<file path="src/hdl/tsb_pkg.sv">
// ----------------------------------------------------------------------------
// tsb_pkg: shared constants, types and helpers of the tile seam blend unit
// Image and tile geometry, blend select codes, the per-word control record
// passed from the sequencer to the blend stage, and the channel average.
// ----------------------------------------------------------------------------
package tsb_pkg;

  localparam int IMG_SIZE   = 1024;
  localparam int TILE_SIZE  = 16;
  localparam int TILE_COUNT = IMG_SIZE / TILE_SIZE;

  localparam int RGB_W     = 24;
  localparam int CH_W      = 8;
  localparam int OUT_POS_W = 10;
  localparam int POS_W     = $clog2(IMG_SIZE);
  localparam int ROW_W     = POS_W + 1;
  localparam int PH_W      = $clog2(TILE_SIZE);
  localparam int TIDX_W    = $clog2(TILE_COUNT + 1);

  localparam logic OP_PIXEL = 1'b0;
  localparam logic OP_FLUSH = 1'b1;

  localparam int SEL_W = 3;
  localparam logic [SEL_W-1:0] SEL_SELF  = 3'd0;
  localparam logic [SEL_W-1:0] SEL_BELOW = 3'd1;
  localparam logic [SEL_W-1:0] SEL_ABOVE = 3'd2;
  localparam logic [SEL_W-1:0] SEL_RIGHT = 3'd3;
  localparam logic [SEL_W-1:0] SEL_LEFT  = 3'd4;

  typedef logic [RGB_W-1:0] rgb_t;
  typedef logic [POS_W-1:0] pos_t;

  typedef struct packed {
    logic             write;      // pixel word that updates the line buffers
    logic             emit;       // word produces an output word
    logic [SEL_W-1:0] sel;
    pos_t             row;
    pos_t             col;
    logic             frame_end;
    rgb_t             pix;
  } item_t;

  // Per-channel floor average of two packed colors.
  function automatic rgb_t avg_rgb(input rgb_t a, input rgb_t b);
    rgb_t          res;
    logic [CH_W:0] sum;
    res = '0;
    for (int ch = 0; ch < RGB_W / CH_W; ch++) begin
      sum = {1'b0, a[ch*CH_W +: CH_W]} + {1'b0, b[ch*CH_W +: CH_W]};
      res[ch*CH_W +: CH_W] = sum[CH_W:1];
    end
    return res;
  endfunction

endpackage

</file>
<file path="src/hdl/tsb_blend.sv">
// ----------------------------------------------------------------------------
// tsb_blend: blend stage and output register
// Holds the word whose line-buffer reads are in flight, forms the blended
// color, writes the older row back, and presents the result word.
// ----------------------------------------------------------------------------
module tsb_blend (
  input  logic                          clk,
  input  logic                          rst,
  input  logic                          accept,
  input  tsb_pkg::item_t                item,
  input  logic [tsb_pkg::RGB_W-1:0]     self_rgb,
  input  logic [tsb_pkg::RGB_W-1:0]     right_rgb,
  input  logic [tsb_pkg::RGB_W-1:0]     above_rgb,
  output logic                          stage_free,
  output logic                          older_we,
  output logic [tsb_pkg::POS_W-1:0]     older_waddr,
  output logic [tsb_pkg::RGB_W-1:0]     older_wdata,
  output logic                          out_valid,
  input  logic                          out_ready,
  output logic [tsb_pkg::RGB_W-1:0]     out_rgb,
  output logic [tsb_pkg::OUT_POS_W-1:0] out_row,
  output logic [tsb_pkg::OUT_POS_W-1:0] out_col,
  output logic                          out_frame_end
);
  import tsb_pkg::*;

  logic  s1_valid;
  item_t s1_item;
  rgb_t  left_rgb;
  rgb_t  blend_rgb;
  logic  s1_adv, out_load;

  assign s1_adv     = s1_valid && (!out_valid || out_ready);
  assign stage_free = !s1_valid || s1_adv;
  assign out_load   = s1_adv && s1_item.emit;

  always_comb begin
    case (s1_item.sel)
      SEL_BELOW: blend_rgb = avg_rgb(self_rgb, s1_item.pix);
      SEL_ABOVE: blend_rgb = avg_rgb(self_rgb, above_rgb);
      SEL_RIGHT: blend_rgb = avg_rgb(self_rgb, right_rgb);
      SEL_LEFT:  blend_rgb = avg_rgb(self_rgb, left_rgb);
      default:   blend_rgb = self_rgb;
    endcase
  end

  assign older_we    = s1_adv && s1_item.write;
  assign older_waddr = s1_item.col;
  assign older_wdata = self_rgb;

  always_ff @(posedge clk) begin
    if (rst) begin
      s1_valid <= 1'b0;
    end else if (accept) begin
      s1_valid <= 1'b1;
    end else if (s1_adv) begin
      s1_valid <= 1'b0;
    end
  end

  always_ff @(posedge clk) begin
    if (accept) begin
      s1_item <= item;
    end
    // The original color of the previous column of this row is the left seam.
    if (older_we) begin
      left_rgb <= self_rgb;
    end
  end

  always_ff @(posedge clk) begin
    if (rst) begin
      out_valid <= 1'b0;
    end else if (out_load) begin
      out_valid <= 1'b1;
    end else if (out_ready) begin
      out_valid <= 1'b0;
    end
  end

  always_ff @(posedge clk) begin
    if (out_load) begin
      out_rgb       <= blend_rgb;
      out_row       <= OUT_POS_W'(s1_item.row);
      out_col       <= OUT_POS_W'(s1_item.col);
      out_frame_end <= s1_item.frame_end;
    end
  end

endmodule

</file>
<file path="config.mk">
export PLATFORM = sky130hd
export DESIGN_NAME = tsb_blend
export DESIGN_NICKNAME = d
export VERILOG_FILES = /design/src/hdl/tsb_pkg.sv /design/src/hdl/tsb_blend.sv
export SDC_FILE = /design/constraint.sdc
export NUM_CORES = 1
export LEC_CHECK = 0
export BUFFER_PORTS_ARGS = -buffer_cell sky130_fd_sc_hd__buf_2
export CORE_MARGIN = 8
export CORE_UTILIZATION = 35
export DETAILED_ROUTE_END_ITERATION = 8
export PLACE_DENSITY = 0.67
export RECOVER_POWER = 100
export SYNTH_ARGS = -nofsm -noshare
export SYNTH_HDL_FRONTEND = slang
export SYNTH_SLANG_ARGS = --single-unit
</file>
<file path="constraint.sdc">
create_clock -name clk -period 6.3 [get_ports clk]
set_clock_uncertainty 0.15 [all_clocks]
set_input_delay 1.26 -clock clk [delete_from_list [all_inputs] [get_ports clk]]
set_output_delay 1.26 -clock clk [all_outputs]
set_load 0.05 [all_outputs]
</file>
==> metrics.yaml, run 1 <==
relSlewSlack: -1.12
routabilityCongestion: 0.842
hpwlAfterDp_mm: 13.0
fin_crit_sh: 0.766
cts_made_buffers: 17
syn_avg_cell_area_um2: 12.5
ctsLongestPathBuffers: 2
synth_top_area_frac: 0.584
regToRegEndpoint: "out_rgb[23]$_DFFE_PP_"
die_area_um2: 22000
synth_area_leader_cell: "edfxtp_1"
cap_violations: 4
track_usage: 0.165
antenna_found_initial: 3
synthTopCellsByCount: "edfxtp_1 (119), a21oi_1 (53), nand2_1 (45)"
cts-root-buf: "clkbuf_16"
holdWs_ps: 269
pin_count: 208
synth_area_um2: 6120
initial_core_util: 0.356
area_delta_synth_final_pct: 24.5
crit_path_start_kind: "input port"
regToRegSetupSlack_ps: 1870
stdcell_count: 903
finalCriticalPeriod_ps: 4830
die_h_um: 148
crit_path_cell_trace: "buf_2 -> nand2b_1 -> and3_1 -> clkbuf_1 -> clkbuf_1"
clk_latency_ps: 410
clock-sinks: 121
yosys-top-cells-area: "edfxtp_1 (58%), a21oi_1 (4.3%), buf_4 (4.3%)"
cts_setup_buffers: 0
grt_overflow_total: 0
synth_fp_nets: 638
die_x_um: 148
fin_util: 0.444
synthCells: 488
drtIter0Drc: 270
path_max_fanout: 25
synth_edf_count: 119
grt_max_degree: 52
via_per_inst: 5.16
leakagePower_uw: 0.00292
endpoint: "older_we"
grt_pass1_wl_mm: 27.4
reg2reg_depth: 9
crit_family: "buffers and inverters"
synth_warnings: 0
fin_nets: 813
num_vias: 4657
drtAntennaViolNets: 0
routedWlPerCell_um: 20.0
ir_worst_vdd_uv: 182
worst_slew_pin_slew_ps: 3180
hold_class: "flop to flop"
postSynth.asyncResetShare: 0
synth_cell_types: 44
r2r_start: "s1_item[47]$_DFFE_PP_"
cpMostUsedCell: "clkbuf_1"
synth_most_common_cell: "edfxtp_1"
cts-hold-fix-buffers: 0
drive_above_1_share: 0.217
place_inst: 869
critPathMaxStageDelay_ps: 1260
critical_path_depth: 5
crit_slowest_cell: "clkbuf_1"
post_cts_resized: 0
required_ps: 4890
critical_path_class: "input port to output pin"
rsz0062_at_grt: "no"
fmax_ghz: 0.207
first_pass_iters: 5
synth-seq-cells: 121
startpoint: "out_ready"
fp.coreArea_um2: 17200
crit_arrival_ps: 3420
wl_mm: 18.0
fin_tns_setup_ps: 0
final_hold_viol_count: 0
route.detailed.drc: 0
clk_pin_slew_ps: 60
status: "finished with violations"
ys.flop_type: "edfxtp_1"
end_kind: "output pin"
cellPowerDensity_nw_per_um2: 332
seq_area_frac_synth: 0.590
final-setup-viol-count: 0
critPathBufInv: 3
htreeDepth: 4
violations: "max-capacitance violations, max-slew violations"
port_buffers: 207
grt_pass1_vias: 4944
rows: 48
finalMaxSlewViolations: 147
cts_tree: "built"
kinds of logic after synthesis:
group	synth area share
fa+ha+maj	0.0528
simple gates	0.0967
compound gates	0.182
buf+inv	0.0615
flops	0.590
xor+xnor	0.0170
how the worst min path moves through the flow:
stage,cells past startpoint,startpoint,endpoint
floorplan,0,s1_item[24]$_DFFE_PP_,out_frame_end$_DFFE_PP_
global placement,0,s1_item[36]$_DFFE_PP_,out_row[1]$_DFFE_PP_
detailed placement,0,s1_item[36]$_DFFE_PP_,out_row[1]$_DFFE_PP_
CTS,0,s1_item[36]$_DFFE_PP_,out_row[1]$_DFFE_PP_
global route,0,s1_item[36]$_DFFE_PP_,out_row[1]$_DFFE_PP_
finish,0,s1_item[36]$_DFFE_PP_,out_row[1]$_DFFE_PP_
per-stage QoR:
step / area [um^2] / power [uW] / setup slack (ps)
global placement: 7150 / 1510 / 2290
floorplan: 6120 / 1380 / 2540
CTS: 7770 / 2570 / 2150
global route: 7620 / 2650 / 1340
detailed placement: 7150 / 1530 / 2150
finish: 7620 / 2530 / 1470
final cells by class:
type,count,area (um^2)
Fill cell,1706,9560
Sequential cell,121,3610
Multi-Input combinational cell,306,2130
Timing Repair Buffer,214,948
Clock buffer,18,429
Tap cell,225,282
Clock inverter,14,196
Inverter,3,11.3
Antenna cell,2,5.00
registers in the layout (all words and copies together), names as in the netlist:
register	count
out_frame_end	1
out_valid	1
out_rgb	24
older_waddr	10
left_rgb	24
out_col	10
s1_valid	1
out_row	10
s1_item	40
placed cells by master (no fill, tap or decap), types with 6 or more instances in the layout:
| master | n |
|---|---|
| edfxtp_1 | 119 |
| clkbuf_1 | 109 |
| buf_2 | 101 |
| a21oi_1 | 53 |
| nand2_1 | 45 |
| a21o_1 | 26 |
| nor2b_1 | 22 |
| a221oi_1 | 21 |
| ha_1 | 21 |
| clkbuf_16 | 17 |
| o21ai_0 | 15 |
| nor2_1 | 14 |
| o31ai_1 | 10 |
| xnor2_1 | 10 |
| nor3_1 | 7 |
| or4b_1 | 6 |
metal layers:
layer / vias up / part of all wire / GRT usage
met5: - / 0.00055 / 0
met4: 2 / 0.0098 / 0.0500
met3: 16 / 0.070 / 0.0623
met2: 193 / 0.52 / 0.287
met1: 2231 / 0.40 / 0.183
li1: 2215 / - / -
power breakdown:
part	internal, uW	leakage [uW]	switching (uW)
logic	180	0.00148	348
registers	954	0.00114	20.2
clock network	664	0.000297	367
total	1800	0.00292	735
(Power assumes the default switching activity.)
==> run 2, diff against run 1 <==
==> constraint.sdc (replaced) <==
create_clock -name clk -period 4.5 [get_ports clk]
set_clock_uncertainty 0.15 [all_clocks]
set_input_delay 0.9 -clock clk [delete_from_list [all_inputs] [get_ports clk]]
set_output_delay 0.9 -clock clk [all_outputs]
set_load 0.05 [all_outputs]
==> metrics.yaml, run 2 (synthesis gave the netlist of run 1 again) <==
status: "finished with violations"
violations: "max-capacitance violations, max-slew violations"
fin_crit_sh: 0.891
antenna_found_initial: 2  # -1
hp-start: "s1_item[40]$_DFFE_PP_"
required_ps: 3450  # -1440 ps
leakagePower_uw: 0.00288  # -1.1%
grt_overflow_total: 0  # unchanged
drtIter0Drc: 251  # -7.0%
fmax_ghz: 0.249
routabilityCongestion: 0.880  # +4.5%
final_common_cell: "edfxtp_1"
final_cell_mix: "edfxtp_1 (119), clkbuf_1 (108), buf_2 (100), a21oi_1 (53), nand2_1 (45)"
routedWlPerCell_um: 19.6  # -1.8%
fin_tns_setup_ps: 0  # unchanged
die_h_um: 148  # unchanged
crit_path_start_kind: "input port"
wl_mm: 17.8  # -1.3%
cap_violations: 3  # -1
fp.coreArea_um2: 17200  # unchanged
num_vias: 4651  # -0.13%
hold_depth: 0  # unchanged
finalCriticalPeriod_ps: 4010
multi_input_area_um2: 2130  # -0.29%
dpl_cell_area_um2: 7150  # +0.11%
via_per_inst: 5.13  # -0.57%
finalMaxSlewViolations: 102  # -31%
final-setup-viol-count: 0  # unchanged
cts_made_buffers: 17  # unchanged
hold_end: "out_row[5]$_DFFE_PP_"
cellPowerDensity_nw_per_um2: 444  # +34%
cts_tree: "built"
ctsLongestPathBuffers: 2  # unchanged
cts-hold-fix-buffers: 0  # unchanged
area_delta_synth_final_pct: 23.3
crit_arrival_ps: 2960  # -460 ps
pin_count: 208  # unchanged
regToRegSetupSlack_ps: 750  # -1120 ps
drive_above_1_share: 0.216  # -0.00180
hold_class: "flop to flop"
fillers: 1689  # -1.0%
grt_pass1_wl_mm: 27.0  # -1.5%
end_kind: "output pin"
die_area_um2: 22000  # unchanged
critical_path_class: "input port to output pin"
rsz0062_at_grt: "no"
worst_slew_pin_slew_ps: 2380  # -797 ps
first_pass_iters: 5  # unchanged
post_cts_resized: 0  # unchanged
cts-root-buf: "clkbuf_16"
path_max_fanout: 25  # unchanged
r2r_start: "s1_item[46]$_DFFE_PP_"
grt_pass1_vias: 4901  # -0.87%
hpwlAfterDp_mm: 13.2  # +1.3%
drtAntennaViolNets: 0  # unchanged
relSlewSlack: -0.589  # +0.531
route.detailed.drc: 0  # unchanged
initial_core_util: 0.356  # unchanged
ir_worst_vdd_uv: 264  # +45%
top_regs: "s1_item (40), left_rgb (24), out_rgb (24)"
regToRegEndpoint: "out_rgb[6]$_DFFE_PP_"
port_buffers: 207  # unchanged
final_design_area_no_fill_um2: 7550  # -0.95%
fin_nets: 814  # +0.12%
fin_util: 0.439  # -0.00422
holdWs_ps: 268  # -1.41 ps
reg2reg_depth: 9  # unchanged
regMostFlops: "s1_item"
cts_setup_buffers: 0  # unchanged
rows: 48  # unchanged
grt_max_degree: 47  # -9.6%
die_x_um: 148  # unchanged
p_total_uw: 3350  # +32%
clock-sinks: 121  # unchanged
final_hold_viol_count: 0  # unchanged
clk_latency_ps: 420  # about the same
htreeDepth: 4  # unchanged
regArea_um2: 3610  # unchanged
track_usage: 0.161  # -0.00320
largest_reg_flops: 40  # unchanged
clk_pin_slew_ps: 50  # about the same
[run 2: critical path: stages]
cell      delay (ps)
buf_2             90
nand2b_1         100
and3_1           150
clkbuf_1        1230
clkbuf_2         480
[run 2: report_power, final]
part           leakage, uW  internal, uW  switching, uW  total, uW
Sequential         0.00114          1330           35.5       1370
Combinational      0.00148           251            475        726
Clock             0.000260           712            544       1260
Total              0.00288          2300           1050       3350
[run 2: layer usage]
metal | share of wire | track usage | routed length, um
met5 | 0 | 0 | 0
met4 | 0.019 | 0.0597 | 343
met3 | 0.069 | 0.0474 | 1220
met2 | 0.51 | 0.275 | 9090
met1 | 0.40 | 0.189 | 7130
[run 2: area by class of cell]
type,instances,share of cell area
diodes,5,0.00166
clock buffers,17,0.0564
clock inverters,15,0.0157
inverters,3,0.00149
multi-input cells,306,0.282
flip-flops and latches,121,0.479
well taps,225,0.0373
repair buffers,215,0.127
[run 2: how the worst max path moves through the flow]
| stage | startpoint | end | slack (ps) | cells after the start |
|---|---|---|---|---|
| 2_1_floorplan | above_rgb[16] | out_rgb[23]$_DFFE_PP_ | 1220 | 9 |
| 3_3_place_gp | s1_item[46]$_DFFE_PP_ | out_rgb[23]$_DFFE_PP_ | 930 | 11 |
| 3_5_place_dp | s1_item[46]$_DFFE_PP_ | out_rgb[23]$_DFFE_PP_ | 790 | 11 |
| 4_1_cts | s1_item[46]$_DFFE_PP_ | out_rgb[23]$_DFFE_PP_ | 780 | 11 |
| 5_1_grt | out_ready | older_we | 260 | 5 |
| 6_report | out_ready | older_we | 490 | 5 |
[run 2: per-stage QoR]
stage / setup WS (ps) / std cells
6_report: 490 / 907
5_1_grt: 263 / 904
4_1_cts: 781 / 902
3_5_place_dp: 788 / 870
3_3_place_gp: 931 / 870
2_1_floorplan: 1220 / 488
==> run 3, diff against run 2 <==
--- a/config.mk
+++ b/config.mk
@@ -5,11 +5,14 @@
 export SDC_FILE = /design/constraint.sdc
 export NUM_CORES = 1
 export LEC_CHECK = 0
+export ABC_AREA = 1
 export BUFFER_PORTS_ARGS = -buffer_cell sky130_fd_sc_hd__buf_2
+export CELL_PAD_IN_SITES_DETAIL_PLACEMENT = 0
+export CELL_PAD_IN_SITES_GLOBAL_PLACEMENT = 1
 export CORE_MARGIN = 8
 export CORE_UTILIZATION = 35
 export DETAILED_ROUTE_END_ITERATION = 8
-export PLACE_DENSITY = 0.67
+export PLACE_DENSITY = 0.83
 export RECOVER_POWER = 100
 export SYNTH_ARGS = -nofsm -noshare
 export SYNTH_HDL_FRONTEND = slang
==> metrics.yaml, run 3 <==
status: "finished with violations"
violations: "max-capacitance violations, max-slew violations"
track_usage: 0.161  # -0.000894
worst_slew_pin_slew_ps: 2170  # -213 ps
via_per_inst: 4.64  # -9.5%
rows: 48  # unchanged
clk_latency_ps: 410  # about the same
initial_core_util: 0.355  # -0.00117
rsz0062_at_grt: "no"
die_area_um2: 21900  # -0.30%
final-setup-viol-count: 0  # unchanged
place_inst: 966  # +11%
regMostFlops: "s1_item"
cts_tree: "built"
path_max_fanout: 25  # unchanged
drtIter0Drc: 209  # -17%
fin_tns_setup_ps: 0  # unchanged
fin_nets: 910  # +12%
antenna_found_initial: 6  # +4
synth_edf_count: 119  # unchanged
cts-hold-fix-buffers: 0  # unchanged
htreeDepth: 4  # unchanged
syn_avg_cell_area_um2: 10.6  # -16%
synth_cell_types: 32  # -27%
pin_count: 208  # unchanged
wl_met1_mm: 6.82  # -4.3%
synth_fp_nets: 727  # +14%
multi_input_area_um2: 1750  # -18%
dr_wl_met3_mm: 1.89  # +54%
regToRegSetupSlack_ps: 610  # -140 ps
cap_violations: 3  # unchanged
postSynth.asyncResetShare: 0  # unchanged
synth_warnings: 0  # unchanged
fmax_ghz: 0.248  # -0.62%
routabilityCongestion: 0.879  # -0.16%
dr_wl_met2_mm: 8.12  # -11%
grt_pass1_wl_mm: 26.6  # -1.2%
grt_max_degree: 40  # -15%
relSlewSlack: -0.447  # +0.142
fillers: 1723  # +2.0%
leakagePower_uw: 0.00332  # +15%
ys.flop_type: "edfxtp_1"
hold_class: "flop to flop"
synth_most_common_cell: "edfxtp_1"
crit_path_start_kind: "input port"
synth_area_leader_cell: "edfxtp_1"
grt_overflow_total: 0  # unchanged
fp.coreArea_um2: 17200  # unchanged
die_x_um: 148  # -0.15%
top_layer_used: "met5"
final_hold_viol_count: 0  # unchanged
wl_mm: 17.1  # -4.1%
p_total_uw: 3500  # +4.5%
seq_area_frac_synth: 0.592  # +0.00194
route.detailed.drc: 0  # unchanged
cts_setup_buffers: 0  # unchanged
crit_arrival_ps: 2980  # +20 ps
final_cell_mix: "edfxtp_1 (119), clkbuf_1 (111), nand2_1 (107), inv_1 (99), buf_2 (99)"
required_ps: 3450  # about the same
largest_reg_flops: 40  # unchanged
synth_top_area_frac: 0.586  # +0.00192
drive_above_1_share: 0.197  # -0.0190
cts-root-buf: "clkbuf_16"
end_kind: "output pin"
stdcell_count: 999  # +10%
clk_pin_slew_ps: 60  # about the same
critical_path_class: "input port to output pin"
holdWs_ps: 267  # -0.695 ps
port_buffers: 207  # unchanged
grt_pass1_vias: 4958  # +1.2%
num_vias: 4635  # -0.34%
die_h_um: 148  # -0.15%
area_delta_synth_final_pct: 24.4
drtAntennaViolNets: 0  # unchanged
synthCells: 577  # +18%
cts_made_buffers: 17  # unchanged
post_cts_resized: 0  # unchanged
synth_area_um2: 6100  # -0.33%
finalCriticalPeriod_ps: 4030  # +25.0 ps
ctsLongestPathBuffers: 2  # unchanged
cellPowerDensity_nw_per_um2: 461  # +3.9%
routedWlPerCell_um: 17.1  # -13%
first_pass_iters: 4  # -1
top_regs: "s1_item (40), left_rgb (24), out_rgb (24)"
ir_worst_vdd_uv: 301  # +14%
synth-seq-cells: 121  # unchanged
clock-sinks: 121  # unchanged
final_common_cell: "edfxtp_1"
regArea_um2: 3610  # unchanged
yosys-top-cells-area: "edfxtp_1 (59%), nand2_1 (6.4%), inv_1 (6.0%)"
synthTopCellsByCount: "edfxtp_1 (119), nand2_1 (104), inv_1 (97)"
fin_crit_sh: 0.897  # +0.00557
finalMaxSlewViolations: 86  # -16%
hpwlAfterDp_mm: 13.0  # -1.4%
fin_util: 0.442  # +0.00248
[run 3: path summary, 6_finish.rpt]
path                               end  cells past startpoint             startpoint
setup / recovery              older_we                      7              out_ready
hold / removal    out_row[2]$_DFFE_PP_                      0  s1_item[37]$_DFFE_PP_
setup reg to reg  out_rgb[7]$_DFFE_PP_                     15  s1_item[47]$_DFFE_PP_
hold reg to reg   out_row[2]$_DFFE_PP_                      0  s1_item[37]$_DFFE_PP_
[run 3: area by class of cell]
cell class / count / area share
Sequential cell: 121 / 0.476
Antenna cell: 1 / 0.000330
Multi-Input combinational cell: 305 / 0.231
Clock buffer: 18 / 0.0565
Inverter: 101 / 0.0500
Timing Repair Buffer: 214 / 0.124
Clock inverter: 14 / 0.0249
Tap cell: 225 / 0.0371
[run 3: layer usage]
| layer | track usage | up-vias |
|---|---|---|
| met5 | 0 | - |
| met1 | 0.177 | 2090 |
| met2 | 0.267 | 206 |
| met3 | 0.0789 | 22 |
| met4 | 0.0474 | 10 |
| li1 | - | 2307 |
[run 3: worst max-delay path, stage by stage]
cell and delay, ps:
buf_2 70, inv_1 50, nand2_1 50, nand2_1 90, nor2_4 80, clkbuf_1 1200
clkbuf_1 550
[run 3: cells by family after synthesis]
logic type	count (synthesis)	synth area share
xor gates and xnor gates	1	0.00144
buffers and inverters	151	0.119
AOI/OAI and AO/OA	105	0.104
DFF	121	0.592
adders and majority gates	24	0.0529
and+or+nand+nor	175	0.130
[run 3: per-stage QoR]
stage	cell area, um^2	setup WS, ps
after floorplan	6100	755
after global placement	7140	862
after detailed placement	7140	721
after CTS	7760	732
after global routing	7590	203
final	7590	465
[run 3: where the power goes]
part	internal (uW)	switching (uW)	leakage [uW]
clock network	888	542	0.000302
registers	1330	26.7	0.00114
logic	221	491	0.00187
total	2440	1060	0.00332
