[src/hdl/tsb_pkg.sv]
// ----------------------------------------------------------------------------
// tsb_pkg: shared constants, types and helpers of the tile seam blend unit
// Image and tile geometry, blend select codes, the per-word control record
// passed from the sequencer to the blend stage, and the channel average.
// ----------------------------------------------------------------------------
package tsb_pkg;

  localparam int IMG_SIZE   = 1024;
  localparam int TILE_SIZE  = 16;
  localparam int TILE_COUNT = IMG_SIZE / TILE_SIZE;

  localparam int RGB_W     = 24;
  localparam int CH_W      = 8;
  localparam int OUT_POS_W = 10;
  localparam int POS_W     = $clog2(IMG_SIZE);
  localparam int ROW_W     = POS_W + 1;
  localparam int PH_W      = $clog2(TILE_SIZE);
  localparam int TIDX_W    = $clog2(TILE_COUNT + 1);

  localparam logic OP_PIXEL = 1'b0;
  localparam logic OP_FLUSH = 1'b1;

  localparam int SEL_W = 3;
  localparam logic [SEL_W-1:0] SEL_SELF  = 3'd0;
  localparam logic [SEL_W-1:0] SEL_BELOW = 3'd1;
  localparam logic [SEL_W-1:0] SEL_ABOVE = 3'd2;
  localparam logic [SEL_W-1:0] SEL_RIGHT = 3'd3;
  localparam logic [SEL_W-1:0] SEL_LEFT  = 3'd4;

  typedef logic [RGB_W-1:0] rgb_t;
  typedef logic [POS_W-1:0] pos_t;

  typedef struct packed {
    logic             write;      // pixel word that updates the line buffers
    logic             emit;       // word produces an output word
    logic [SEL_W-1:0] sel;
    pos_t             row;
    pos_t             col;
    logic             frame_end;
    rgb_t             pix;
  } item_t;

  // Per-channel floor average of two packed colors.
  function automatic rgb_t avg_rgb(input rgb_t a, input rgb_t b);
    rgb_t          res;
    logic [CH_W:0] sum;
    res = '0;
    for (int ch = 0; ch < RGB_W / CH_W; ch++) begin
      sum = {1'b0, a[ch*CH_W +: CH_W]} + {1'b0, b[ch*CH_W +: CH_W]};
      res[ch*CH_W +: CH_W] = sum[CH_W:1];
    end
    return res;
  endfunction

endpackage

[src/hdl/tsb_ctrl.sv]
// ----------------------------------------------------------------------------
// tsb_ctrl: position sequencer
// Tracks input column and row, tile phase and index of both axes, and the
// drain column. Classifies each accepted word and picks the blend source.
// ----------------------------------------------------------------------------
module tsb_ctrl (
  input  logic                      clk,
  input  logic                      rst,
  input  logic                      accept,
  input  logic                      op,
  input  logic [tsb_pkg::RGB_W-1:0] pixel_rgb,
  output tsb_pkg::item_t            item,
  output logic                      mem_we,
  output logic [tsb_pkg::POS_W-1:0] a_addr,
  output logic [tsb_pkg::POS_W-1:0] b_addr
);
  import tsb_pkg::*;

  pos_t              in_col, in_col_next;
  logic [ROW_W-1:0]  in_row, in_row_next;
  pos_t              flush_col, flush_col_next;
  logic [PH_W-1:0]   col_ph, col_ph_next;
  logic [TIDX_W-1:0] col_tile, col_tile_next;
  logic [PH_W-1:0]   row_ph, row_ph_next;
  logic [TIDX_W-1:0] row_tile, row_tile_next;
  // Phase and tile index of the row being emitted (one behind the input row).
  logic [PH_W-1:0]   out_ph, out_ph_next;
  logic [TIDX_W-1:0] out_tile, out_tile_next;

  logic             row_full, pix_go, flush_go, col_last, fcol_last;
  logic             row_inner, col_inner;
  logic [ROW_W-1:0] row_m1;
  logic [SEL_W-1:0] sel;

  assign row_full  = (in_row == ROW_W'(IMG_SIZE));
  assign pix_go    = (op == OP_PIXEL) && !row_full;
  assign flush_go  = (op == OP_FLUSH) && row_full;
  assign col_last  = (in_col == POS_W'(IMG_SIZE - 1));
  assign fcol_last = (flush_col == POS_W'(IMG_SIZE - 1));
  assign row_m1    = in_row - ROW_W'(1);

  assign row_inner = (out_tile >= TIDX_W'(1)) && (int'(out_tile) <= TILE_COUNT - 2);
  assign col_inner = (col_tile >= TIDX_W'(1)) && (int'(col_tile) <= TILE_COUNT - 2);

  // Top and bottom tile edges take priority over left and right ones.
  always_comb begin
    sel = SEL_SELF;
    if (row_inner && col_inner) begin
      if (out_ph == PH_W'(TILE_SIZE - 1)) begin
        sel = SEL_BELOW;
      end else if (out_ph == '0) begin
        sel = SEL_ABOVE;
      end else if (col_ph == PH_W'(TILE_SIZE - 1) && !col_last) begin
        sel = SEL_RIGHT;
      end else if (col_ph == '0 && in_col != '0) begin
        sel = SEL_LEFT;
      end
    end
  end

  always_comb begin
    item.write     = pix_go;
    item.emit      = flush_go || (pix_go && in_row != '0);
    item.sel       = flush_go ? SEL_SELF : sel;
    item.row       = flush_go ? POS_W'(IMG_SIZE - 1) : row_m1[POS_W-1:0];
    item.col       = flush_go ? flush_col : in_col;
    item.frame_end = flush_go && fcol_last;
    item.pix       = pixel_rgb;
  end

  assign mem_we = accept && pix_go;
  assign a_addr = (op == OP_FLUSH) ? flush_col : in_col;
  assign b_addr = in_col + POS_W'(1);

  always_comb begin
    in_col_next    = in_col;
    in_row_next    = in_row;
    flush_col_next = flush_col;
    col_ph_next    = col_ph;
    col_tile_next  = col_tile;
    row_ph_next    = row_ph;
    row_tile_next  = row_tile;
    out_ph_next    = out_ph;
    out_tile_next  = out_tile;
    if (accept && pix_go) begin
      if (col_last) begin
        in_col_next   = '0;
        col_ph_next   = '0;
        col_tile_next = '0;
        in_row_next   = in_row + ROW_W'(1);
        out_ph_next   = row_ph;
        out_tile_next = row_tile;
        if (row_ph == PH_W'(TILE_SIZE - 1)) begin
          row_ph_next   = '0;
          row_tile_next = row_tile + TIDX_W'(1);
        end else begin
          row_ph_next = row_ph + PH_W'(1);
        end
      end else begin
        in_col_next = in_col + POS_W'(1);
        if (col_ph == PH_W'(TILE_SIZE - 1)) begin
          col_ph_next   = '0;
          col_tile_next = col_tile + TIDX_W'(1);
        end else begin
          col_ph_next = col_ph + PH_W'(1);
        end
      end
    end
    if (accept && flush_go) begin
      if (fcol_last) begin
        flush_col_next = '0;
        in_row_next    = '0;
        in_col_next    = '0;
        row_ph_next    = '0;
        row_tile_next  = '0;
      end else begin
        flush_col_next = flush_col + POS_W'(1);
      end
    end
  end

  always_ff @(posedge clk) begin
    if (rst) begin
      in_col    <= '0;
      in_row    <= '0;
      flush_col <= '0;
      col_ph    <= '0;
      col_tile  <= '0;
      row_ph    <= '0;
      row_tile  <= '0;
      out_ph    <= '0;
      out_tile  <= '0;
    end else begin
      in_col    <= in_col_next;
      in_row    <= in_row_next;
      flush_col <= flush_col_next;
      col_ph    <= col_ph_next;
      col_tile  <= col_tile_next;
      row_ph    <= row_ph_next;
      row_tile  <= row_tile_next;
      out_ph    <= out_ph_next;
      out_tile  <= out_tile_next;
    end
  end

endmodule

[config.mk]
export PLATFORM = sky130hd
export DESIGN_NAME = tsb_ctrl
export DESIGN_NICKNAME = d
export VERILOG_FILES = /design/src/hdl/tsb_pkg.sv /design/src/hdl/tsb_ctrl.sv
export SDC_FILE = /design/constraint.sdc
export NUM_CORES = 1
export LEC_CHECK = 0
export ABC_AREA = 0
export BUFFER_PORTS_ARGS = -buffer_cell sky130_fd_sc_hd__buf_2
export CORE_ASPECT_RATIO = 0.75
export CORE_MARGIN = 4
export CORE_UTILIZATION = 55
export DETAILED_ROUTE_END_ITERATION = 12
export PLACE_DENSITY = 0.93
export SKIP_LAST_GASP = 1
export SLEW_MARGIN = 15
export SYNTH_ARGS = -nofsm -noshare
export SYNTH_HDL_FRONTEND = slang
export SYNTH_SLANG_ARGS = --single-unit
[constraint.sdc]
create_clock -name clk -period 4.2 [get_ports clk]
set_input_delay 0.21 -clock clk [delete_from_list [all_inputs] [get_ports clk]]
set_output_delay 0.21 -clock clk [all_outputs]
set_load 0.005 [all_outputs]
==> run_results.csv, run 1 <==
group,metric,value,unit
hold_path,worstHoldStart,"accept",
yosys,synth_seq_cells,64,
floorplan,rows,26,
timing,worst_slew_pin_slew,0.866,ns
setup_path,worstSetupPathType,"flop to primary output",
setup_path,reg2reg_slack,1.26,ns
clock_tree,clkLatencyLatePin,0.35,ns
setup_path,worstRegToRegCells,7,
global_route,grt_pass1_vias,3421,
yosys,synth_nets,544,
setup_path,endpoint_kind,"primary output",
setup_path,r2r-start,"in_row[1]$_SDFF_PP0_",
yosys,syn_area,3950,um2
hold_path,min-delay-path-class,"input port to flop",
timing,setup_viol,0,
setup_path,cp_cell_sequence,"inv_1 > ha_1 > nor3b_1 > nand4_1 > nand2_1 > nand2_1 > buf_2",
floorplan,start_util,57.3,%
detailed_routing,route.detailed.drc,0,
detailed_routing,drt-vias-per-instance,5.98,
timing,max_freq,331,MHz
pwr,power_density,299,nW/um2
floorplan,io-pin-count,99,
timing,rsz0062_at_grt,"false",
floorplan,core,6900,um2
yosys,syn_avg_cell_area,7.83,um2
clock_tree,h-tree-depth,3,
layout,nets,547,
setup_path,crit_top_cell,"nand2_1",
clock_tree,cts_resized,0,
setup_path,worstReg2RegEnd,"in_col[3]$_SDFF_PP0_",
pwr,p_leak,0.00162,uW
clock_tree,numCtsBuffers,9,
layout,num_antenna_cells,0,
run_status,status,"completed",
layout,area_growth,5.80,%
pwr,ir_drop,0.181,mV
detailed_routing,drt_iter0_markers,370,
clock_tree,post_cts.repair.setup_buffers,0,
global_route,grt_overflow,0,
floorplan,die_area,8610,um2
timing,period_minus_slack,3.02,ns
yosys,synth_edf_count,0,
timing,post-route-period-util,71.9,%
layout,drive_gt1_share,18.4,%
setup_path,crit_fanout,15,
placement,dp_hpwl,6860,um
hold_path,whs_path_depth,4,
clock_tree,cts_root_buf,"clkbuf_8",
yosys,ys_seq_area_share,32.4,%
global_route,grt_usage,23.8,%
placement,port_buffers,50,
clock_tree,hold_buffers,0,
yosys,ys_async_sr_fraction,0,%
timing,slew_headroom,42.2,%
job,maxCapViolCount,0,
setup_path,slowest_delay,0.69,ns
floorplan,die_y,81.4,um
layout,fill_cells,577,
layout,register_area,1280,um2
detailed_routing,ant_nets,0,
global_route,grt_pass1_wl,16300,um
timing,fin_skew,0.0114,ns
timing,whs,0.262,ns
yosys,synth_warnings,0,
pwr,p_total,1250,uW
placement,finalWeightedCongestion,0.920,
yosys,synth_ff_type,"dfxtp_1",
layout,final_area,4180,um2
clock_tree,path_clk_slew,0.08,ns
timing,final-max-slew-violation-count,0,
yosys,yosysUniqueCellTypes,50,
placement,placed_area,3960,um2
clock_tree,cts_tree,"built",
global_route,grt_max_degree,31,
yosys,syn_inst,504,
setup_path,crit_required,3.99,ns
clock_tree,cts.sinks,64,
clock_tree,cts_buffer_depth,2,
setup_path,cp-start-kind,"flop",
timing,fin_setup_tns,0,ns
floorplan,die_w,106,um
detailed_routing,postRouteWirelength,9840,um
timing,hold_viol_final,0,
global_route,grt_antenna_before_repair,0,
hold_path,min_to,"flush_col[2]$_SDFFE_PP0P_",
detailed_routing,dr.pass1.iters,5,
setup_path,slowest_stage,"nand4_1",
setup_path,cp.arrival,2.81,ns
layout,multi_input_comb_area,2230,um2
detailed_routing,vias,3645,
detailed_routing,routedWlPerCell,16.1,um
placed cells by master (no fill, tap or decap), types with 3 or more instances in the layout:
cell      instances
nand2_1          76
dfxtp_1          64
buf_2            50
nor2_1           42
a21oi_1          33
nand3_1          29
xnor2_1          22
xor2_1           20
nor3_1           20
inv_1            14
o21ai_0          14
nand4_1          14
ha_1             12
clkbuf_8         10
nor4_1            9
or3_1             9
mux2_2            8
and3_1            7
or4_1             6
o31ai_1           5
a211oi_2          4
nor2b_1           3
cell families after synthesis:
logic type	count (synthesis)	share of synthesized area (%)
AOI/OAI and AO/OA	66	10.8
adders and majority gates	12	3.80
xor gates and xnor gates	42	9.32
buffers and inverters	75	11.2
and+or+nand+nor	235	29.7
DFF	64	32.4
muxes	10	2.79
final cells by class:
type                       count  share of cell area, %
clock inverter                 5                   1.92
tap                           98                   2.94
multi-input combinational    365                   53.4
clock buffer                  11                   3.38
inverter                      15                   1.35
timing repair buffer          52                   6.35
sequential                    64                   30.7
critical path: cells and delay by family, from the launching register on:
family / cells / cell delay [ns]
fa+ha+maj: 1 / 0.19
buf+inv: 2 / 0.23
flops: 1 / 0.37
simple gates: 4 / 1.67
power breakdown:
| part | total [uW] | internal, uW | switching [uW] |
|---|---|---|---|
| combinational | 44.0 | 12.1 | 32.0 |
| clock | 594 | 349 | 245 |
| sequential | 611 | 608 | 2.19 |
| total | 1250 | 970 | 279 |
worst max-delay path by stage:
| stage | slack (ns) | cells past startpoint | from | end |
|---|---|---|---|---|
| after detailed placement | 1.47 | 7 | in_row[0]$_SDFF_PP0_ | in_col[3]$_SDFF_PP0_ |
| after global routing | 0.96 | 7 | in_row[1]$_SDFF_PP0_ | item[34] |
| final | 1.18 | 7 | in_row[1]$_SDFF_PP0_ | item[34] |
| after floorplan | 2.10 | 9 | in_row[0]$_SDFF_PP0_ | col_tile[1]$_SDFFE_PP0P_ |
| after global placement | 1.63 | 7 | in_row[0]$_SDFF_PP0_ | flush_col[6]$_SDFFE_PP0P_ |
| after CTS | 1.28 | 7 | in_row[0]$_SDFF_PP0_ | item[34] |
metal layers:
layer,up-vias,GRT usage (%),share of wire [%]
li1,1717,-,-
met1,1721,29.6,42
met2,178,39.6,47
met3,29,6.12,8.8
met4,0,9.83,2.4
met5,-,0,0
metrics by stage:
step / std cells / util (%) / worst slack, ns
2_1_floorplan: 504 / - / 2.10
3_3_place_gp: 594 / 57.4 / 1.63
3_5_place_dp: 594 / 57.4 / 1.47
4_1_cts: 610 / 60.6 / 1.28
5_1_grt: 610 / 60.6 / 0.963
6_report: 610 / 60.6 / 1.18
synth_stat cells, types with 2 or more instances:
cell	number	area, um2
nor3_1	20	100
a21oi_1	33	165
dfxtp_1	64	1280
and4_1	2	17.5
or3b_2	2	17.5
nand3_1	29	145
nor4_1	9	56.3
o31ai_1	5	37.5
mux2_2	8	90.1
nand4_1	14	87.6
buf_6	4	45.0
xnor2_1	22	193
xor2_1	20	175
a211oi_2	4	50.1
nor3b_1	2	15.0
a211oi_1	2	15.0
or3_1	9	56.3
buf_1	2	7.51
nand2_1	76	285
buf_2	13	65.1
or4_1	6	45.0
buf_4	30	225
nand4b_1	2	17.5
clkbuf_1	11	41.3
ha_1	12	150
nor2b_1	3	18.8
inv_1	14	52.6
mux2i_1	2	20.0
or2_2	2	12.5
nor2_1	42	158
o21ai_0	14	70.1
and2_1	2	12.5
and3_1	7	43.8
state kept, by name (all words and copies together) (netlist names):
register / flops
out_tile: 7
out_ph: 4
in_col: 10
row_tile: 7
in_row: 11
row_ph: 4
col_ph: 4
flush_col: 10
col_tile: 7
No activity file was read; power rests on OpenSTA's default activity.
==> run 2: changes to the inputs <==
--- a/config.mk
+++ b/config.mk
@@ -5,13 +5,13 @@
 export SDC_FILE = /design/constraint.sdc
 export NUM_CORES = 1
 export LEC_CHECK = 0
-export ABC_AREA = 0
+export ABC_AREA = 1
 export BUFFER_PORTS_ARGS = -buffer_cell sky130_fd_sc_hd__buf_2
 export CORE_ASPECT_RATIO = 0.75
 export CORE_MARGIN = 4
 export CORE_UTILIZATION = 55
 export DETAILED_ROUTE_END_ITERATION = 12
-export PLACE_DENSITY = 0.93
+export PLACE_DENSITY = 0.92
 export SKIP_LAST_GASP = 1
 export SLEW_MARGIN = 15
 export SYNTH_ARGS = -nofsm -noshare
==> constraint.sdc (replaced) <==
create_clock -name clk -period 2.8 [get_ports clk]
set_input_delay 0.14 -clock clk [delete_from_list [all_inputs] [get_ports clk]]
set_output_delay 0.14 -clock clk [all_outputs]
set_load 0.005 [all_outputs]
==> run_results.csv, run 2 <==
group,metric,value,unit
layout,num_antenna_cells,0,
clock_tree,hold_buffers,0,
floorplan,die_area,9130,um2
yosys,syn_inst,644,
pwr,p_leak,0.00202,uW
setup_path,cp.arrival,2.39,ns
yosys,yosysUniqueCellTypes,30,
yosys,ys_async_sr_fraction,0,%
timing,slew_headroom,67.0,%
global_route,grt_util_met3,6.65,%
yosys,synth_ff_type,"dfxtp_1",
setup_path,cp-start-kind,"flop",
placement,dp_hpwl,7960,um
layout,fill_cells,656,
job,maxCapViolCount,0,
detailed_routing,drt_iter0_markers,408,
yosys,synth_top_area_cell,"dfxtp_1",
floorplan,die_y,83.7,um
layout,final_area,4520,um2
clock_tree,cts_root_buf,"clkbuf_8",
clock_tree,cts_buffer_depth,2,
placement,dp_slack,0.513,ns
timing,worst_slew_pin_slew,0.495,ns
layout,top_register,"in_row",
layout,area_growth,7.50,%
detailed_routing,drt-vias-per-instance,5.57,
setup_path,crit_required,2.66,ns
placement,finalWeightedCongestion,0.996,
placement,port_buffers,50,
floorplan,io-pin-count,99,
global_route,met1_usage,30.3,%
detailed_routing,ant_nets,0,
timing,fin_skew,0.00719,ns
global_route,grt_usage,23.9,%
timing,hold_viol_final,0,
global_route,grt_max_degree,41,
timing,rsz0062_at_grt,"false",
clock_tree,numCtsBuffers,9,
floorplan,start_util,56.9,%
clock_tree,clkLatencyLatePin,0.35,ns
setup_path,worstSetupPathType,"flop to primary output",
pwr,power_density,436,nW/um2
layout,layout_commonest_cell,"nand2_1",
timing,fin_ws,0.270,ns
yosys,synth_warnings,0,
setup_path,crit_fanout,25,
floorplan,core,7400,um2
setup_path,cp_cell_sequence,"inv_1 > ha_1 > nand3_2 > nor2_4 > nand3_4 > buf_4 > nor4_1 > buf_2",
hold_path,whs_path_depth,2,
layout,instances_no_fill,767,
yosys,synth_most_common_cell,"nand2_1",
clock_tree,cts_tree,"built",
hold_path,min-delay-path-class,"input port to flop",
yosys,synth_edf_count,0,
layout,final_cell_mix,"165 x nand2_1, 79 x nor2_1, 69 x inv_1, 64 x dfxtp_1",
timing,period_minus_slack,2.53,ns
timing,setup_viol,0,
timing,final-max-slew-violation-count,0,
global_route,grt_pass1_vias,3868,
timing,whs,0.183,ns
detailed_routing,postRouteWirelength,10800,um
global_route,grt_overflow,0,
global_route,grt_pass1_wl,17800,um
layout,nets,701,
detailed_routing,routedWlPerCell,14.1,um
yosys,syn_area,4210,um2
placement,placed_area,4280,um2
global_route,grt_antenna_before_repair,0,
pwr,ir_drop,0.308,mV
layout,drive_gt1_share,14.4,%
timing,post-route-period-util,90.4,%
placement,placed_cells,751,
clock_tree,path_clk_slew,0.07,ns
global_route,top_usage_layer,"met2",
floorplan,die_w,109,um
clock_tree,cts.sinks,64,
clock_tree,post_cts.repair.setup_buffers,0,
setup_path,worstRegToRegCells,12,
yosys,yosys-top-cells-count,"165 x nand2_1, 79 x nor2_1, 69 x inv_1, 64 x dfxtp_1, 50 x o21ai_0",
setup_path,slowest_stage,"dfxtp_1",
yosys,synth.area.top_cells,"dfxtp_1 30%, nand2_1 15%, nor2_1 7.0%",
timing,fin_setup_tns,0,ns
global_route,met2_usage,39.1,%
yosys,synth_seq_cells,64,
detailed_routing,vias,4269,
detailed_routing,dr.pass1.iters,5,
layout,largest_reg_flops,11,
clock_tree,h-tree-depth,3,
floorplan,rows,27,
setup_path,endpoint_kind,"primary output",
setup_path,slowest_delay,0.39,ns
yosys,syn_avg_cell_area,6.53,um2
detailed_routing,route.detailed.drc,0,
clock_tree,cts_resized,0,
timing,max_freq,395,MHz
run_status,status,"completed",
yosys,synth_top_area_share,30.5,%
yosys,ys_seq_area_share,30.5,%
yosys,synth_nets,684,
layout,reg_top3,"in_row (11), flush_col (10), in_col (10)",
-- run 2: changes by cell type in the layout (fill, tap and decap cells not counted), moves of 22 or more --
cell / previous run / this run
nand2_1: 76 / 165
xnor2_1: 22 / 0
inv_1: 14 / 69
nor2_1: 42 / 79
o21ai_0: 14 / 50
-- run 2: cell type report --
| cell class | instances | area [um2] | share of cell area (%) |
|---|---|---|---|
| Timing Repair Buffer | 52 | 265 | 5.87 |
| Inverter | 76 | 285 | 6.31 |
| Clock inverter | 7 | 120 | 2.66 |
| Multi-Input combinational cell | 458 | 2320 | 51.3 |
| Sequential cell | 64 | 1280 | 28.3 |
| Clock buffer | 9 | 124 | 2.74 |
| Tap cell | 101 | 126 | 2.79 |
-- run 2: critical path: cells and delay by family, from the launching register on --
| kind | cells | cell delay, ns |
|---|---|---|
| DFF | 1 | 0.39 |
| adders and majority gates | 1 | 0.22 |
| and+or+nand+nor | 4 | 0.85 |
| buffers and inverters | 3 | 0.57 |
-- run 2: per-layer routing --
layer | up-vias | wire (um)
met5 | - | 0
met4 | 0 | 247
met3 | 30 | 977
met2 | 189 | 5090
met1 | 1976 | 4530
li1 | 2074 | -
-- run 2: kinds of logic (layout without fill, tap and decap cells) --
group / count (synthesis) / in the layout / synth area share (%)
AND/OR/NAND/NOR: 338 / 338 / 36.9
buffers and inverters: 122 / 144 / 14.4
AO/OA/AOI/OAI: 93 / 93 / 11.5
flip-flops: 64 / 64 / 30.5
XOR/XNOR: 15 / 15 / 3.12
adder cells (fa/ha/maj): 12 / 12 / 3.57
-- run 2: through the flow --
step / utilization, % / power [uW]
2_1_floorplan: - / 1020
6_report: 61.1 / 1970
5_1_grt: 61.1 / 2030
4_1_cts: 61.1 / 1980
3_5_place_dp: 57.8 / 1010
3_3_place_gp: 57.8 / 1010
-- run 2: path summary, 6_finish.rpt --
| check | to | slack, ns | startpoint |
|---|---|---|---|
| setup / recovery | item[24] | 0.27 | in_row[0]$_SDFF_PP0_ |
| setup reg to reg | row_ph[3]$_SDFF_PP0_ | 0.47 | in_row[0]$_SDFF_PP0_ |
| hold / removal | flush_col[9]$_SDFFE_PP0P_ | 0.18 | rst |
| hold reg to reg | out_tile[4]$_SDFFE_PP0P_ | 0.47 | out_tile[4]$_SDFFE_PP0P_ |
-- run 2: power by group --
part	internal (uW)	total, uW	switching, uW
Sequential	913	916	3.74
Combinational	20.1	76.4	56.3
Clock	592	980	388
==> run 3: changes to the inputs <==
--- a/config.mk
+++ b/config.mk
@@ -5,11 +5,10 @@
 export SDC_FILE = /design/constraint.sdc
 export NUM_CORES = 1
 export LEC_CHECK = 0
-export ABC_AREA = 1
 export BUFFER_PORTS_ARGS = -buffer_cell sky130_fd_sc_hd__buf_2
 export CORE_ASPECT_RATIO = 0.75
 export CORE_MARGIN = 4
-export CORE_UTILIZATION = 55
+export CORE_UTILIZATION = 54
 export DETAILED_ROUTE_END_ITERATION = 12
 export PLACE_DENSITY = 0.92
 export SKIP_LAST_GASP = 1
==> run_results.csv, run 3 (same netlist as run 1, synthesis figures left out) <==
group,metric,value,unit
layout,top_register,"in_row",
setup_path,cp_num_buf_inv,2,
placement,dp_hpwl,6660,um
clock_tree,clkLatencyLatePin,0.35,ns
global_route,grt_antenna_before_repair,0,
setup_path,cp_cell_sequence,"inv_1 > ha_1 > or3b_2 > nor2_1 > nand4_1 > o311ai_1 > nor3_1 > buf_2",
clock_tree,hold_buffers,0,
global_route,top_usage_layer,"met2",
timing,setup_viol,0,
global_route,met1_usage,27.9,%
timing,hold_viol_final,0,
detailed_routing,route.detailed.drc,0,
layout,area_growth,6.69,%
pwr,power_density,429,nW/um2
clock_tree,post_cts.repair.setup_buffers,0,
placement,finalWeightedCongestion,0.924,
global_route,grt_overflow,0,
timing,rsz0062_at_grt,"false",
global_route,grt_max_degree,34,
layout,largest_reg_flops,11,
detailed_routing,ant_nets,0,
layout,nets,552,
global_route,grt_util_met3,7.23,%
timing,post-route-period-util,91.8,%
setup_path,cp.arrival,2.43,ns
floorplan,die_w,107,um
layout,instances_no_fill,615,
pwr,ir_drop,0.331,mV
detailed_routing,postRouteWirelength,9480,um
timing,whs,0.166,ns
setup_path,endpoint_kind,"primary output",
pwr,p_leak,0.00165,uW
hold_path,worstHoldStart,"accept",
floorplan,die_area,8760,um2
clock_tree,cts.sinks,64,
clock_tree,h-tree-depth,3,
placement,port_buffers,50,
setup_path,cp-start-kind,"flop",
timing,max_freq,389,MHz
setup_path,crit_fanout,8,
clock_tree,cts_buffer_depth,2,
detailed_routing,routedWlPerCell,15.4,um
global_route,grt_pass1_vias,3342,
clock_tree,numCtsBuffers,9,
detailed_routing,drt_iter0_markers,274,
timing,fin_setup_tns,0,ns
timing,worst_slew_pin_slew,0.586,ns
detailed_routing,vias,3649,
floorplan,start_util,56.7,%
global_route,grt_usage,22.6,%
detailed_routing,drt-vias-per-instance,5.93,
setup_path,crit_start,"in_row[0]$_SDFF_PP0_",
clock_tree,cts_root_buf,"clkbuf_8",
global_route,grt_pass1_wl,15800,um
layout,num_antenna_cells,0,
hold_path,min-delay-path-class,"input port to flop",
floorplan,io-pin-count,99,
pwr,p_total,1810,uW
layout,reg_top3,"in_row (11), flush_col (10), in_col (10)",
layout,layout_commonest_cell,"nand2_1",
clock_tree,path_clk_slew,0.07,ns
floorplan,core,6960,um2
timing,fin_skew,0.00937,ns
floorplan,die_y,82.1,um
floorplan,rows,26,
timing,slew_headroom,61.0,%
setup_path,worstSetupPathType,"flop to primary output",
clock_tree,cts_resized,0,
timing,period_minus_slack,2.57,ns
placement,dp_slack,0.355,ns
placement,placed_cells,599,
job,maxCapViolCount,0,
layout,drive_gt1_share,19.3,%
setup_path,slowest_stage,"or3b_2",
timing,fin_ws,0.231,ns
detailed_routing,dr.pass1.iters,7,
global_route,met2_usage,36.1,%
setup_path,crit_required,2.66,ns
timing,final-max-slew-violation-count,0,
setup_path,r2r-start,"in_row[0]$_SDFF_PP0_",
run_status,status,"completed",
layout,final_cell_mix,"76 x nand2_1, 64 x dfxtp_1, 50 x buf_2, 42 x nor2_1, 33 x a21oi_1",
clock_tree,cts_tree,"built",
setup_path,cp_top_family,"simple AND/OR/NAND/NOR gates",
setup_path,slowest_delay,0.52,ns
## run 3: cell types whose count changed in the layout (fill, tap and decap cells not counted), sizes merged, moves of 8 or more
cell	before	now
nand2	169	77
xnor2	0	22
or3	0	9
inv	76	15
nand3	44	30
o21ai	52	14
mux2	0	8
nor2	88	43
## run 3: final cells by class
type | count | area, um2
tap | 98 | 123
inverter | 15 | 56.3
sequential | 64 | 1280
multi-input combinational | 365 | 2230
clock inverter | 5 | 55.1
fill | 628 | 2750
clock buffer | 11 | 151
timing repair buffer | 57 | 315
## run 3: final timing paths
| path | endpoint | slack [ns] | depth (start not counted) |
|---|---|---|---|
| setup / recovery | item[46] | 0.23 | 8 |
| hold / removal | flush_col[2]$_SDFFE_PP0P_ | 0.17 | 4 |
| setup reg to reg | row_tile[5]$_SDFF_PP0_ | 0.29 | 8 |
| hold reg to reg | out_tile[5]$_SDFFE_PP0P_ | 0.47 | 2 |
## run 3: worst reg2reg max path, stage by stage (launching register included)
cell     delay, ns
dfxtp_1       0.47
inv_1         0.08
ha_1          0.23
or3b_2        0.26
o31ai_4       0.09
inv_2         0.37
nand4_2       0.28
or4_1         0.53
a21oi_1       0.14
## run 3: where the power goes
group / internal, uW / leakage, uW / switching, uW / total [uW]
combinational: 20.0 / 0.00103 / 46.7 / 66.7
sequential: 913 / 0.000516 / 3.58 / 916
clock: 456 / 0.000101 / 370 / 826
## run 3: stage by stage
step / util [%] / area, um2
2_1_floorplan: - / 3950
3_3_place_gp: 57.5 / 4010
3_5_place_dp: 57.5 / 4010
4_1_cts: 60.5 / 4210
5_1_grt: 60.5 / 4210
6_report: 60.5 / 4210
## run 3: per-layer routing
| layer | wire length (um) | up-vias |
|---|---|---|
| li1 | - | 1726 |
| met4 | 253 | 0 |
| met3 | 822 | 32 |
| met5 | 0 | - |
| met1 | 4140 | 1715 |
| met2 | 4260 | 176 |
